`config.mk`:
```
export PLATFORM = sky130hd
export DESIGN_NAME = esc_temp
export DESIGN_NICKNAME = d
export VERILOG_FILES = /design/src/hdl/esc_pkg.sv /design/src/hdl/esc_temp.sv
export SDC_FILE = /design/constraint.sdc
export NUM_CORES = 2
export LEC_CHECK = 0
export ABC_AREA = 1
export BUFFER_PORTS_ARGS = -buffer_cell sky130_fd_sc_hd__buf_2
export CORE_ASPECT_RATIO = 0.7
export CORE_MARGIN = 8
export CORE_UTILIZATION = 57
export CTS_BUF_LIST = sky130_fd_sc_hd__clkbuf_4 sky130_fd_sc_hd__clkbuf_8
export DETAILED_ROUTE_END_ITERATION = 12
export PLACE_DENSITY = 0.8
export SYNTH_ARGS = -nofsm -noshare
export SYNTH_HDL_FRONTEND = slang
export SYNTH_SLANG_ARGS = --single-unit
```
`constraint.sdc`:
```
create_clock -name clock -period 9 [get_ports clock]
set_clock_uncertainty 0.15 [all_clocks]
set_input_delay 2.25 -clock clock [delete_from_list [all_inputs] [get_ports clock]]
set_output_delay 2.25 -clock clock [all_outputs]
set_load 0.005 [all_outputs]
```
`src/hdl/esc_pkg.sv`:
```
// -----------------------------------------------------------------------------
// esc_pkg: shared types and constants for the sensor compensation pipeline
// Holds the transfer payload structs, the unpacked calibration record, the
// register index codes and the fixed constants of the integer formulas.
// -----------------------------------------------------------------------------
`default_nettype none

package esc_pkg;

   // Register index codes of the configuration port
   localparam int CsrIdxW = 3;

   typedef enum logic [CsrIdxW-1:0] {
      CSR_TEMP_CAL = 3'd0,
      CSR_PRES_A   = 3'd1,
      CSR_PRES_B   = 3'd2,
      CSR_PRES_C   = 3'd3,
      CSR_HUM_A    = 3'd4,
      CSR_HUM_B    = 3'd5
   } csr_index_type;

   // Formula constants
   localparam logic signed [33:0] TempPresOffset = 34'sd128000;
   localparam logic [20:0]        PresFull       = 21'd1048576;
   localparam logic [11:0]        PresScale      = 12'd3125;
   localparam logic signed [31:0] TempHumOffset  = 32'sd76800;
   localparam logic [31:0]        HumRoundX      = 32'd16384;
   localparam logic signed [31:0] HumOffsetY     = 32'sd2097152;
   localparam logic signed [31:0] HumOffsetY2    = 32'sd32768;
   localparam logic [31:0]        HumRoundY      = 32'd8192;
   localparam logic [31:0]        HumLimit       = 32'd419430400;
   localparam logic [16:0]        HumMax         = 17'd102400;
   localparam logic [63:0]        PresBias47     = 64'h0000_8000_0000_0000;
   localparam int                 DivSteps       = 64;

   typedef struct packed {
      logic [19:0] raw_temperature;
      logic [19:0] raw_pressure;
      logic [15:0] raw_humidity;
   } req_type;

   typedef struct packed {
      logic signed [31:0] temperature_centi;
      logic signed [31:0] fine_temperature;
      logic [31:0]        pressure_q24_8;
      logic               pressure_invalid;
      logic [16:0]        humidity_q22_10;
   } rsp_type;

   // Calibration words split out of the packed registers
   typedef struct packed {
      logic [15:0]        t1;
      logic signed [15:0] t2;
      logic signed [15:0] t3;
      logic [15:0]        p1;
      logic signed [15:0] p2;
      logic signed [15:0] p3;
      logic signed [15:0] p4;
      logic signed [15:0] p5;
      logic signed [15:0] p6;
      logic signed [15:0] p7;
      logic signed [15:0] p8;
      logic signed [15:0] p9;
      logic [7:0]         h1;
      logic signed [15:0] h2;
      logic [7:0]         h3;
      logic signed [11:0] h4;
      logic signed [11:0] h5;
      logic signed [7:0]  h6;
   } cal_type;

endpackage

`default_nettype wire

```
`src/hdl/esc_temp.sv`:
```
// -----------------------------------------------------------------------------
// esc_temp: temperature compensation pipeline
// Four stages: first products, cubic term product, fine temperature, and
// the centi-degree scaling. Side data travels along with the valid bits.
// -----------------------------------------------------------------------------
`default_nettype none

module esc_temp #(
   parameter int SideW = 36
) (
   input  wire logic                clock,
   input  wire logic                reset,
   input  wire logic                en,
   input  wire logic                in_valid,
   input  wire logic [19:0]         raw_temperature,
   input  wire esc_pkg::cal_type    cal,
   input  wire logic [SideW-1:0]    in_side,
   output logic                     out_valid,
   output logic signed [31:0]       fine_temp,
   output logic signed [31:0]       temp_centi,
   output logic [SideW-1:0]         out_side
);

   logic               vld_ff [0:3];
   logic [SideW-1:0]   side_ff [0:3];

   logic signed [17:0] a_w;
   logic signed [16:0] d_w;
   logic signed [33:0] pa_in, pa_ff, pd_in, pd_ff;
   logic signed [31:0] tv1_in, tv1_ff, dd_w;
   logic signed [47:0] p3_in, p3_ff;
   logic signed [31:0] tv2_w, tf_in, tf_ff;
   logic signed [31:0] t5_w, tr_w, tc_in, tc_ff, tf4_ff;

   always_comb begin
      a_w    = $signed({1'b0, raw_temperature[19:3]}) - $signed({1'b0, cal.t1, 1'b0});
      d_w    = $signed({1'b0, raw_temperature[19:4]}) - $signed({1'b0, cal.t1});
      pa_in  = a_w * $signed(cal.t2);
      pd_in  = d_w * d_w;
      tv1_in = $signed(pa_ff[31:0]) >>> 11;
      dd_w   = $signed(pd_ff[31:0]) >>> 12;
      p3_in  = dd_w * $signed(cal.t3);
      tv2_w  = $signed(p3_ff[31:0]) >>> 14;
      tf_in  = tv1_ff + tv2_w;
      t5_w   = tf_ff + (tf_ff <<< 2);
      tr_w   = t5_w + 32'sd128;
      tc_in  = tr_w >>> 8;
   end

   always_ff @(posedge clock) begin
      if (reset) begin
         vld_ff[0] <= 1'b0;
         vld_ff[1] <= 1'b0;
         vld_ff[2] <= 1'b0;
         vld_ff[3] <= 1'b0;
      end else if (en) begin
         vld_ff[0] <= in_valid;
         vld_ff[1] <= vld_ff[0];
         vld_ff[2] <= vld_ff[1];
         vld_ff[3] <= vld_ff[2];
      end
   end

   always_ff @(posedge clock) begin
      if (en) begin
         pa_ff      <= pa_in;
         pd_ff      <= pd_in;
         side_ff[0] <= in_side;
         tv1_ff     <= tv1_in;
         p3_ff      <= p3_in;
         side_ff[1] <= side_ff[0];
         tf_ff      <= tf_in;
         side_ff[2] <= side_ff[1];
         tc_ff      <= tc_in;
         tf4_ff     <= tf_ff;
         side_ff[3] <= side_ff[2];
      end
   end

   assign out_valid  = vld_ff[3];
   assign fine_temp  = tf4_ff;
   assign temp_centi = tc_ff;
   assign out_side   = side_ff[3];

endmodule

`default_nettype wire

```
==> impl_metrics.csv <==
group,metric,value,unit
cts,ctsHoldBuffers,0,
sta,maxSlewViolCount,0,
route,antenna_left,0,
run,max-cap-violations,0,
route,routed_via_density,5.29,
sta,fmax,115,MHz
floorplanning,pin_count,417,
min_path,worstHoldEndpoint,"side_ff[2][24]",
setup_path,cpPeakStageDelay,600,ps
route,drcViolationCount,0,
floorplanning,die_area,0.0859,mm²
global_route,grt.overflow.total,0,
final_layout,fin_nets,6657,
yosys,synth_compound_area_share,4.26,%
setup_path,arrival,8900,ps
min_path,min_path_type,"flip-flop to flip-flop",
yosys,synth.area.mux_share,0,%
floorplanning,die_w,347,µm
sta,min_period,8700,ps
sta,worst_slew_pin_slew,1090,ps
yosys,synth_area,0.0437,mm²
cts,path_clk_slew,60,ps
final_layout,area_growth,11.2,%
yosys,synth-seq-cells,296,
sta,setup_violations,0,
setup_path,critPathSlowestCell,"fa_1",
floorplanning,rows,85,
cts,clock_tree.buffer_depth,3,
sta,slew_headroom,27.4,%
cts,clkLatencyLatePin,600,ps
global_route,antenna_found_initial,3,
global_route,grt_pass1_wl,178000,µm
setup_path,cp_common_cell,"nand2_1",
yosys,yosysTopAreaCell,"fa_1",
setup_path,critPathLaunchType,"input port",
min_path,hold_depth,0,
yosys,synthTopCellsByArea,"fa_1, edfxtp_1, inv_1, ha_1, nand2_1",
yosys,yosys.area_share.adder,46.4,%
floorplanning,coreArea,0.0764,mm²
yosys,synth_edf_count,296,
route,drtPass1Iterations,6,
setup_path,end_kind,"flip-flop",
floorplanning,die_h,248,µm
route,first_iter_violations,2605,
yosys,synth_top_family_by_area,"adder cells",
yosys,async_flop_share,0,%
cts,cts_tree,"yes",
placed_design,io_buffers,205,
yosys,synth-xor-area-share,2.26,%
setup_path,worst-path-max-fanout,5,
sta,rsz0062_at_grt,"false",
yosys,avgSynthCellArea,9.11,µm²
placed_design,dpl.hpwl,89700,µm
yosys,seq_area_frac_synth,20.3,%
setup_path,r2r_slack,2370,ps
global_route,grt_pass1_vias,35733,
sta,finalSetupTns,0,ps
floorplanning,start_util,57.2,%
yosys,synth_top_flop_cell,"edfxtp_1",
min_path,hp-start,"side_ff[1][24]",
yosys,yosysTopAreaCellShare,37.3,%
global_route,grt_start_max_net_pins,140,
cts,cts_sinks,296,
final_layout,layout-drive-gt1-share,13.0,%
sta,timing.final.crit_share,96.7,%
final_layout,n_antenna_cell,0,
setup_path,cp.required,9200,ps
cts,cts_made_buffers,46,
setup_path,worstSetupPathType,"input port to flip-flop",
yosys,synthesis.nets,6243,
setup_path,r2r_end,"p3_ff[31]",
cts,root_buffer,"clkbuf_8",
placed_design,place_congestion,0.951,
setup_path,r2r_cells,22,
yosys,ys_warn_count,0,
route,via_count,33015,
global_route,grt.total_usage,25.6,%
setup_path,r2r_start,"pd_ff[31]",
route,wl,107000,µm
sta,final-hold-violation-count,0,
route,routedWlPerCell,17.2,µm
yosys,yosysUniqueCellTypes,50,
yosys,synth-simple-area-share,14.0,%
yosys,syn_inst,4795,
outcome,status,"finished clean",
cts,htreeDepth,2,
layout by cell type (no fill, tap or decap), drive strengths merged, types with 5 or more instances in the layout:
| cell type | netlist | layout |
|---|---|---|
| o21a | 7 | 7 |
| nand3b | 8 | 8 |
| a21boi | 5 | 5 |
| nor3 | 21 | 21 |
| o21ai | 80 | 80 |
| xor2 | 75 | 75 |
| xnor2 | 36 | 36 |
| a31oi | 28 | 28 |
| o21bai | 19 | 19 |
| nand3 | 87 | 87 |
| fa | 814 | 814 |
| edfxtp | 296 | 296 |
| inv | 1274 | 1273 |
| clkinvlp | 0 | 5 |
| a21oi | 153 | 153 |
| buf | 63 | 509 |
| nand2 | 987 | 987 |
| nand4 | 20 | 20 |
| a21o | 16 | 16 |
| clkbuf | 80 | 52 |
| clkinv | 6 | 31 |
| o221ai | 6 | 6 |
| ha | 318 | 318 |
| nor2 | 344 | 344 |
| or2 | 27 | 27 |
| nor4 | 9 | 9 |
Yosys cell counts, types with 26 or more instances:
cell type,number
inv_1,1258
nand2_1,968
fa_1,814
nor2_1,324
ha_1,318
edfxtp_1,296
a21oi_1,149
nand3_1,86
clkbuf_1,80
xor2_1,73
o21ai_0,72
xnor2_1,36
a31oi_1,28
buf_2,26
worst max-delay path: cells and delay by family:
kind / cells / cell delay [ps]
AND/OR/NAND/NOR: 11 / 1000
adder cells (fa/ha/maj): 9 / 3900
AO/OA/AOI/OAI: 2 / 450
buffers and inverters: 11 / 1270
logic make-up (layout without fill, tap and decap cells):
group	Yosys count	count (layout)
AO/OA/AOI/OAI	325	325
XOR/XNOR	111	111
adder cells (fa/ha/maj)	1132	1132
buffers and inverters	1423	1874
flip-flops	296	296
AND/OR/NAND/NOR	1508	1508
registers in the layout, indices dropped and copies added (netlist names):
name / cells
fine_temp: 22
p3_ff: 18
pa_ff: 21
pd_ff: 20
side_ff: 144
temp_centi: 24
tf_ff: 22
tv1_ff: 21
vld_ff: 4
cell type report:
class	count	area [µm²]
repair buffers	509	3410
clock inverters	33	267
well taps	1000	1250
inverters	1280	4810
clock buffers	52	684
flip-flops and latches	296	8890
multi-input cells	3076	29300
fillers	6065	27800
worst max path at each step:
stage	from	end	slack, ps	depth (start not counted)
final	raw_temperature[4]	pa_ff[29]	300	33
after floorplan	raw_temperature[4]	pd_ff[31]	220	33
after detailed placement	raw_temperature[4]	pd_ff[31]	-360	35
after global placement	raw_temperature[4]	pd_ff[31]	-210	35
after CTS	raw_temperature[4]	pd_ff[31]	280	35
after global routing	raw_temperature[4]	pd_ff[31]	3	33
metrics by stage:
step | std cells | util [%] | setup WS, ps | instance area [µm²] | hold WS (ps)
2_1_floorplan | 4795 | - | 222 | 43700 | 250
3_3_place_gp | 6159 | 62.3 | -211 | 47600 | 250
3_5_place_dp | 6159 | 62.3 | -357 | 47600 | 255
4_1_cts | 6244 | 63.6 | 284 | 48500 | 246
5_1_grt | 6246 | 63.6 | 3.49 | 48600 | 260
6_report | 6246 | 63.6 | 298 | 48600 | 250
per-layer routing:
layer / routed length [µm] / share of wire [%] / track usage (%)
met1: 43800 / 41 / 35.0
met2: 48700 / 45 / 41.4
met3: 11600 / 11 / 5.63
met4: 3050 / 2.8 / 7.34
met5: 12 / 0.011 / 0
what timing repair did:
item                       in CTS  in global routing
buffers inserted                0                  2
setup endpoints to repair       0                  4
gates resized for setup         0                  8
Power is left out: the tool's default activity adds up to more than one toggle a clock period on the data nets, which glitch-free logic cannot reach.
